File: src/tsct_pkg.sv
// Types and constants shared by the slice continuity tracker modules.
package tsct_pkg;

    localparam int PID_W      = 13;
    localparam int CC_W       = 4;
    localparam int PTS_MS_W   = 27;
    localparam int PEND_W     = 16;
    localparam int FIFO_DEPTH = 4;
    localparam int FIFO_AW    = 2;

    localparam logic [PID_W-1:0]  PID_RESET  = 13'h1011;
    localparam logic [7:0]        HLEN_SHORT = 8'h05;
    localparam logic [7:0]        HLEN_LONG  = 8'h0A;
    localparam logic [PEND_W-1:0] PEND_MAX   = 16'hFFFF;
    localparam logic [31:0]       RECIP_45   = 32'd3054198966;
    localparam logic [31:0]       DIV_45     = 32'd45;

    localparam logic CFG_IDX_VIDEO_PID = 1'b0;

    typedef enum logic [1:0] {
        VERDICT_DISCARD = 2'd0,
        VERDICT_APPEND  = 2'd1,
        VERDICT_CLOSE   = 2'd2,
        VERDICT_LOSS    = 2'd3
    } verdict_t;

    typedef struct packed {
        logic                start_seen;
        logic [PTS_MS_W-1:0] start_pts;
        logic                video_seen;
        logic [CC_W-1:0]     first_cc;
        logic [CC_W-1:0]     last_cc;
        logic                format_bad;
    } dgram_sum_t;

endpackage

File: src/tsct_front.sv
// Front part: accepts packet headers, converts the PTS and builds one summary per datagram.
module tsct_front
    import tsct_pkg::*;
(
    input  logic             clk,
    input  logic             rst_n,
    input  logic             s_tvalid,
    output logic             s_tready,
    input  logic [71:0]      s_tdata,
    input  logic             s_tuser,
    input  logic             s_tlast,
    input  logic [PID_W-1:0] video_pid,
    input  logic             fifo_full,
    output logic             push,
    output dgram_sum_t       push_sum
);

    logic             s1_valid_reg;
    logic             s1_hit_reg;
    logic             s1_pusi_reg;
    logic [CC_W-1:0]  s1_cc_reg;
    logic             s1_bad_reg;
    logic             s1_first_reg;
    logic             s1_last_reg;
    logic [31:0]      s1_y_reg;
    logic [63:0]      s1_prod_reg;

    dgram_sum_t       acc_reg;
    dgram_sum_t       acc_next;
    dgram_sum_t       upd;

    logic [39:0]          pts_raw;
    logic [31:0]          y_in;
    logic [7:0]           hlen_in;
    logic [PTS_MS_W-1:0]  q_est;
    logic [31:0]          rem;
    logic [PTS_MS_W-1:0]  pts_ms;
    logic                 blocked;
    logic                 fire;

    assign pts_raw  = s_tdata[67:28];
    assign hlen_in  = s_tdata[27:20];
    assign y_in     = {pts_raw[35:33], pts_raw[31:17], pts_raw[15:2]};
    assign blocked  = s1_valid_reg && s1_last_reg && fifo_full;
    assign s_tready = !blocked;
    assign fire     = s1_valid_reg && !blocked;

    always_ff @(posedge clk or negedge rst_n)
    begin
        if (!rst_n)
        begin
            s1_valid_reg <= 1'b0;
        end
        else if (s_tready)
        begin
            s1_valid_reg <= s_tvalid;
        end
    end

    always_ff @(posedge clk)
    begin
        if (s_tready)
        begin
            s1_hit_reg   <= (s_tdata[12:0] == video_pid);
            s1_pusi_reg  <= s_tdata[13];
            s1_cc_reg    <= s_tdata[19:16];
            s1_bad_reg   <= (hlen_in != HLEN_SHORT) && (hlen_in != HLEN_LONG);
            s1_first_reg <= s_tuser;
            s1_last_reg  <= s_tlast;
            s1_y_reg     <= y_in;
            s1_prod_reg  <= {32'd0, y_in} * {32'd0, RECIP_45};
        end
    end

    // The reciprocal estimate is low by at most one; a single compare fixes it.
    always_comb
    begin
        q_est  = s1_prod_reg[63:37];
        rem    = s1_y_reg - ({5'd0, q_est} * DIV_45);
        pts_ms = q_est + PTS_MS_W'(rem >= DIV_45);
    end

    always_comb
    begin
        upd = s1_first_reg ? '0 : acc_reg;
        if (s1_hit_reg)
        begin
            if (!upd.video_seen)
            begin
                upd.video_seen = 1'b1;
                upd.first_cc   = s1_cc_reg;
            end
            upd.last_cc = s1_cc_reg;
            if (s1_pusi_reg && !upd.start_seen)
            begin
                upd.start_seen = 1'b1;
                upd.start_pts  = pts_ms;
                if (s1_bad_reg)
                begin
                    upd.format_bad = 1'b1;
                end
            end
        end
        push     = fire && s1_last_reg;
        push_sum = upd;
        if (push)
        begin
            acc_next = '0;
        end
        else if (fire)
        begin
            acc_next = upd;
        end
        else
        begin
            acc_next = acc_reg;
        end
    end

    always_ff @(posedge clk or negedge rst_n)
    begin
        if (!rst_n)
        begin
            acc_reg <= '0;
        end
        else
        begin
            acc_reg <= acc_next;
        end
    end

endmodule

File: src/tsct_fifo.sv
// Short queue of datagram summaries between the front and back parts.
module tsct_fifo
    import tsct_pkg::*;
(
    input  logic       clk,
    input  logic       rst_n,
    input  logic       push,
    input  dgram_sum_t push_sum,
    input  logic       pop,
    output dgram_sum_t pop_sum,
    output logic       full,
    output logic       empty
);

    dgram_sum_t         mem [FIFO_DEPTH];
    logic [FIFO_AW-1:0] wr_ptr_reg;
    logic [FIFO_AW-1:0] rd_ptr_reg;
    logic [FIFO_AW:0]   count_reg;
    logic [FIFO_AW:0]   count_next;

    assign full    = (count_reg == (FIFO_AW+1)'(FIFO_DEPTH));
    assign empty   = (count_reg == '0);
    assign pop_sum = mem[rd_ptr_reg];

    always_comb
    begin
        count_next = count_reg;
        if (push && !pop)
        begin
            count_next = count_reg + 1'b1;
        end
        else if (pop && !push)
        begin
            count_next = count_reg - 1'b1;
        end
    end

    always_ff @(posedge clk)
    begin
        if (push)
        begin
            mem[wr_ptr_reg] <= push_sum;
        end
    end

    always_ff @(posedge clk or negedge rst_n)
    begin
        if (!rst_n)
        begin
            wr_ptr_reg <= '0;
            rd_ptr_reg <= '0;
            count_reg  <= '0;
        end
        else
        begin
            if (push)
            begin
                wr_ptr_reg <= wr_ptr_reg + 1'b1;
            end
            if (pop)
            begin
                rd_ptr_reg <= rd_ptr_reg + 1'b1;
            end
            count_reg <= count_next;
        end
    end

endmodule

File: src/tsct_back.sv
// Back part: applies each datagram summary to the slice state and holds the verdict beat.
module tsct_back
    import tsct_pkg::*;
(
    input  logic        clk,
    input  logic        rst_n,
    input  logic        empty,
    input  dgram_sum_t  pop_sum,
    output logic        pop,
    output logic        m_tvalid,
    input  logic        m_tready,
    output logic [31:0] m_tdata
);

    logic                hunting_reg;
    logic                hunting_next;
    logic [PEND_W-1:0]   pend_reg;
    logic [PEND_W-1:0]   pend_next;
    logic [CC_W-1:0]     exp_cc_reg;
    logic [CC_W-1:0]     exp_cc_next;
    logic [PTS_MS_W-1:0] slice_pts_reg;
    logic [PTS_MS_W-1:0] slice_pts_next;

    verdict_t            verdict;
    logic [PTS_MS_W-1:0] closed_pts;

    logic                out_valid_reg;
    verdict_t            out_verdict_reg;
    logic [PTS_MS_W-1:0] out_pts_reg;
    logic                out_fmt_reg;

    assign pop      = !empty && (!out_valid_reg || m_tready);
    assign m_tvalid = out_valid_reg;
    assign m_tdata  = {2'b00, out_fmt_reg, out_pts_reg, out_verdict_reg};

    always_comb
    begin
        verdict        = VERDICT_DISCARD;
        closed_pts     = '0;
        hunting_next   = hunting_reg;
        pend_next      = pend_reg;
        exp_cc_next    = exp_cc_reg;
        slice_pts_next = slice_pts_reg;
        if (pop && !(hunting_reg && !pop_sum.start_seen))
        begin
            hunting_next = 1'b0;
            verdict      = VERDICT_APPEND;
            if (pop_sum.start_seen)
            begin
                if (pend_reg != '0)
                begin
                    verdict    = VERDICT_CLOSE;
                    closed_pts = slice_pts_reg;
                    pend_next  = '0;
                end
                slice_pts_next = pop_sum.start_pts;
            end
            if (pop_sum.video_seen)
            begin
                if (pend_next == '0)
                begin
                    exp_cc_next = pop_sum.last_cc;
                end
                else if ((exp_cc_reg + 1'b1) == pop_sum.first_cc)
                begin
                    exp_cc_next = pop_sum.last_cc;
                end
                else
                begin
                    verdict      = VERDICT_LOSS;
                    hunting_next = 1'b1;
                    pend_next    = '0;
                end
            end
            if (verdict != VERDICT_LOSS && pend_next != PEND_MAX)
            begin
                pend_next = pend_next + 1'b1;
            end
        end
    end

    always_ff @(posedge clk or negedge rst_n)
    begin
        if (!rst_n)
        begin
            hunting_reg   <= 1'b1;
            pend_reg      <= '0;
            exp_cc_reg    <= '0;
            slice_pts_reg <= '0;
            out_valid_reg <= 1'b0;
        end
        else
        begin
            hunting_reg   <= hunting_next;
            pend_reg      <= pend_next;
            exp_cc_reg    <= exp_cc_next;
            slice_pts_reg <= slice_pts_next;
            if (pop)
            begin
                out_valid_reg <= 1'b1;
            end
            else if (m_tready)
            begin
                out_valid_reg <= 1'b0;
            end
        end
    end

    always_ff @(posedge clk)
    begin
        if (pop)
        begin
            out_verdict_reg <= verdict;
            out_pts_reg     <= closed_pts;
            out_fmt_reg     <= pop_sum.format_bad;
        end
    end

endmodule

File: src/ts_slice_continuity_tracker.sv
// Top level of the transport stream slice continuity tracker.
// The block accepts one transport packet header beat per cycle and returns one verdict beat
// for each beat marked with tlast (datagram end); each verdict is registered in the front's
// header stage, the summary queue and the back's output register. The front registers the
// header and the 32-by-32 reciprocal product that turns the PTS into milliseconds, then folds
// the packet into the datagram summary; a four-entry queue hands the summaries to the back,
// which updates the slice state and holds the verdict in an output register. s_tready falls
// only while a datagram end waits for room in that queue. There is no clearing pass.
module ts_slice_continuity_tracker
    import tsct_pkg::*;
(
    input  logic        clk,
    input  logic        rst_n,
    // APB configuration port
    input  logic        psel,
    input  logic        penable,
    input  logic        pwrite,
    input  logic [2:0]  paddr,
    input  logic [31:0] pwdata,
    output logic [31:0] prdata,
    output logic        pready,
    // Packet header stream
    input  logic        s_tvalid,
    output logic        s_tready,
    // pid[12:0], payload_start[13], adaptation_control[15:14], continuity[19:16],
    // pes_header_len_byte[27:20], pts_bytes[67:28], zero pad [71:68]
    input  logic [71:0] s_tdata,
    // first_in_datagram[0]
    input  logic        s_tuser,
    input  logic        s_tlast,
    // Verdict stream
    output logic        m_tvalid,
    input  logic        m_tready,
    // verdict[1:0], closed_slice_pts_ms[28:2], format_error[29], zero pad [31:30]
    output logic [31:0] m_tdata
);

    logic [PID_W-1:0] video_pid_reg;
    logic             cfg_write;
    logic             fifo_full;
    logic             fifo_empty;
    logic             push;
    logic             pop;
    dgram_sum_t       push_sum;
    dgram_sum_t       pop_sum;

    assign pready    = 1'b1;
    assign cfg_write = psel && penable && pwrite && (paddr[2] == CFG_IDX_VIDEO_PID);
    assign prdata    = (paddr[2] == CFG_IDX_VIDEO_PID) ? {19'd0, video_pid_reg} : 32'd0;

    always_ff @(posedge clk or negedge rst_n)
    begin
        if (!rst_n)
        begin
            video_pid_reg <= PID_RESET;
        end
        else if (cfg_write)
        begin
            video_pid_reg <= pwdata[PID_W-1:0];
        end
    end

    tsct_front u_front
    (
        .clk       (clk),
        .rst_n     (rst_n),
        .s_tvalid  (s_tvalid),
        .s_tready  (s_tready),
        .s_tdata   (s_tdata),
        .s_tuser   (s_tuser),
        .s_tlast   (s_tlast),
        .video_pid (video_pid_reg),
        .fifo_full (fifo_full),
        .push      (push),
        .push_sum  (push_sum)
    );

    tsct_fifo u_fifo
    (
        .clk      (clk),
        .rst_n    (rst_n),
        .push     (push),
        .push_sum (push_sum),
        .pop      (pop),
        .pop_sum  (pop_sum),
        .full     (fifo_full),
        .empty    (fifo_empty)
    );

    tsct_back u_back
    (
        .clk      (clk),
        .rst_n    (rst_n),
        .empty    (fifo_empty),
        .pop_sum  (pop_sum),
        .pop      (pop),
        .m_tvalid (m_tvalid),
        .m_tready (m_tready),
        .m_tdata  (m_tdata)
    );

endmodule

File: config.mk
export PLATFORM = sky130hd
export DESIGN_NAME = ts_slice_continuity_tracker
export DESIGN_NICKNAME = d
export VERILOG_FILES = /design/src/tsct_pkg.sv /design/src/tsct_front.sv /design/src/tsct_fifo.sv /design/src/tsct_back.sv /design/src/ts_slice_continuity_tracker.sv
export SDC_FILE = /design/constraint.sdc
export NUM_CORES = 2
export LEC_CHECK = 0
export ABC_AREA = 1
export BUFFER_PORTS_ARGS = -buffer_cell sky130_fd_sc_hd__buf_2
export CORE_MARGIN = 2
export CORE_UTILIZATION = 69
export CTS_CLUSTER_SIZE = 20
export DETAILED_ROUTE_END_ITERATION = 8
export HOLD_SLACK_MARGIN = 0.08
export PLACE_DENSITY = 0.88
export SLEW_MARGIN = 20
export SYNTH_ARGS = -nofsm -noshare
export SYNTH_HDL_FRONTEND = slang
export SYNTH_SLANG_ARGS = --single-unit
File: constraint.sdc
create_clock -name clk -period 11.6 [get_ports clk]
set_input_delay 3.48 -clock clk [delete_from_list [all_inputs] [get_ports clk]]
set_output_delay 3.48 -clock clk [all_outputs]
set_load 0.1 [all_outputs]
==> run metrics <==
fraction of final layout cells with drive strength greater than 1=6.11%; cell seen most often among critical-path stages=fa_1; largest stage delay on the critical path=0.57 ns; area share of xor/xnor cells in the synthesized design=2.15%; final cycle utilization of the critical path=87.1%; sequential share of the synthesized area=28.5%; remaining max-slew budget at the tightest pin=35.8%; Detailed Route Iter0 Violations=2,289; first-pass GRT wire length=144 mm; H-tree lvl count=2; Clk Tree Root Cell=clkbuf_16; critical path endpoint category=flop; worst-margin pin slew=0.960 ns; DPL Wire Length=73.2 mm; Sum Neg Setup Slack=0 ns; hold bufs inserted after CTS=0; combinational family with the most area after synthesis=adder cells; clock sink total=358; worst hold path class=reg2reg; synthesized cell area=35,900 um2; commonest register cell after synthesis=edfxtp_1; vias after detailed routing=26,964; final hold vios=0; Via-to-Cell Ratio=5.77; floorplan core area=51,400 um2; number of pins with negative max-slew slack in the final report=0; Seq cells post-synth=358; count of cell types in the netlist=63; post-detailed-route DRC marker count=0; simple-gate area share of the yosys netlist=11.4%; clock edge transition at the registers on the reported setup and hold paths=0.06 ns; cells along the critical path=buf_2 -> ha_1 -> inv_1 -> fa_1 -> inv_1 -> fa_1 -> fa_1 -> inv_1 -> fa_1 -> fa_1 -> inv_1 -> fa_1 -> fa_1 -> ha_1 -> nand2_1 -> nor2_1 -> inv_1 -> nor4_1 -> nand4_1 -> nand3_1 -> nand3_1 -> o31ai_1 -> xor2_1; Fin Clk Skew=0.0273 ns; antenna violations before repair=4; net count of the finished layout=4,929; setup repair after global routing missed its margin=no; cell count after placement=4,606; Crit path required time=11.86 ns; Chip Width=232 um; Worst-Skew Late Latency=0.55 ns; deepest clock path buffer count=3; Worst setup SP type=primary input; mux cell area share after synthesis=0.157%; clock period minus worst slack=10.11 ns; routed wire length=91.5 mm; crit-path max FO=7; WL/cell=19.6 um; number of I/O port buffers=125; initial core utilization=69.8%; number of nets with antenna violations after routing=0; crit path DAT=10.37 ns; post-synthesis adder-cell area fraction=38.5%; Pre-Repair DR Iteration Count=7; yosys synthesis warning count=0; max frequency=98.9 MHz; synthesized-area fraction occupied by ao, oa, aoi and oai cells=7.95%; number of flops mapped to enable cells by yosys=250; instance count of the mapped netlist=3,835; IO Pins=183; vias in the first global route=27,956; flip-flop count of the largest register after layout=152; Area growth syn-to-layout=7.15%; leftover overflow at the end of global routing=0; setup-violating endpoint count in the final report=0; startpoint-to-endpoint class of the critical path=in2reg; number of clock buffers inserted by TritonCTS=36; Layout Cells excl Fill=4,676; Vert. Die Dim=232 um; Max-Cap Viols=0; fraction of registers with async set/reset=30.2%; floorplan die area=53,800 um2; Rows=83; post-cts repair resize count=0; CP max-delay cell=fa_1; weighted congestion reported at the end of routability-driven placement=1.04; Total Routing Usage GR=34.8%; Mean Syn Cell Area=9.36 um2; TritonCTS clock tree=built; Post-CTS Setup Inserts=0; status=finished, final reports clean; maximum number of pins on one net before global-route repair=80
-- worst max-delay path, delay by kind of cell --
kind | cells | cell delay, ns
compound gates | 1 | 0.39
xor+xnor | 1 | 0.11
fa+ha+maj | 9 | 4.52
buf+inv | 6 | 0.74
simple gates | 6 | 1.11
-- synthesized netlist by cell type, types with 13 or more instances --
cell / number / area, um2
edfxtp_1: 250 / 7510
clkbuf_1: 44 / 165
xnor2_1: 33 / 289
a21oi_1: 160 / 801
nand2_1: 417 / 1570
a31oi_1: 21 / 131
ha_1: 425 / 5320
nor2_1: 358 / 1340
nand3_1: 87 / 435
nor3_1: 16 / 80.1
dfrtp_1: 104 / 2600
a21o_1: 14 / 105
buf_4: 24 / 180
o22ai_1: 50 / 313
nand4_1: 40 / 250
nand3b_1: 13 / 97.6
o21ai_0: 180 / 901
xor2_1: 55 / 482
fa_1: 424 / 8490
inv_1: 985 / 3700
-- layout by cell type, fill, tap and decap left out, drive strengths merged, types with 33 or more instances in the layout --
cell | synthesis | final
nand2 | 424 | 424
fa | 424 | 424
dfrtp | 104 | 104
xor2 | 55 | 55
o22ai | 50 | 50
buf | 27 | 142
nor2 | 367 | 367
o21ai | 184 | 184
inv | 988 | 988
ha | 425 | 425
clkbuf | 44 | 48
xnor2 | 33 | 33
nand3 | 89 | 89
nand4 | 40 | 40
a21oi | 162 | 162
edfxtp | 250 | 250
-- cells by family after synthesis --
family                   count (synthesis)
other                                    2
buffers and inverters                 1061
adder cells (fa/ha/maj)                850
AND/OR/NAND/NOR                        974
flip-flops                             358
XOR/XNOR                                88
multiplexers                             5
AO/OA/AOI/OAI                          497
-- layout make-up --
cell class / count / area [um2]
well taps: 680 / 851
diodes: 4 / 10.0
inverters: 990 / 3720
clock buffers: 48 / 1010
multi-input cells: 2436 / 21700
clock inverters: 18 / 185
repair buffers: 142 / 756
flip-flops and latches: 358 / 10200
fillers: 3398 / 13000
-- stage by stage --
stage / setup slack [ns] / hold WS, ns / area, um2 / util [%]
3_5_place_dp: 1.16 / 0.476 / 37200 / 72.4
6_report: 1.49 / 0.489 / 38400 / 74.8
2_1_floorplan: 2.24 / 0.448 / 36000 / -
3_3_place_gp: 1.20 / 0.463 / 37200 / 72.4
4_1_cts: 1.66 / 0.490 / 38400 / 74.8
5_1_grt: 1.23 / 0.510 / 38400 / 74.8
-- metal layers --
layer,share of wire (%),vias to the layer above,GRT usage (%)
li1,-,12327,-
met1,37,12990,41.6
met2,49,1271,59.8
met3,7.7,376,5.72
met4,6.7,0,20.2
met5,0,-,0
-- worst paths after layout --
kind	cells after the start	slack (ns)	end	startpoint
max	23	1.49	u_front.s1_prod_reg[56]$_DFFE_PN_	s_tdata[42]
max in group asynchronous	2	7.37	video_pid_reg[6]$_DFFE_PN0P_	rst_n
min in group asynchronous	1	2.96	u_back.slice_pts_reg[26]$_DFFE_PN0P_	rst_n
min	2	0.49	u_front.acc_reg[29]$_DFFE_PN0P_	u_front.acc_reg[29]$_DFFE_PN0P_
min reg2reg	2	0.49	u_front.acc_reg[29]$_DFFE_PN0P_	u_front.acc_reg[29]$_DFFE_PN0P_
max reg2reg	36	3.58	u_fifo.mem[0][34]$_DFFE_PP_	u_front.s1_prod_reg[45]$_DFFE_PN_
Power is left out: the tool's default activity adds up to more than one toggle a clock period on the data nets, which glitch-free logic cannot reach.
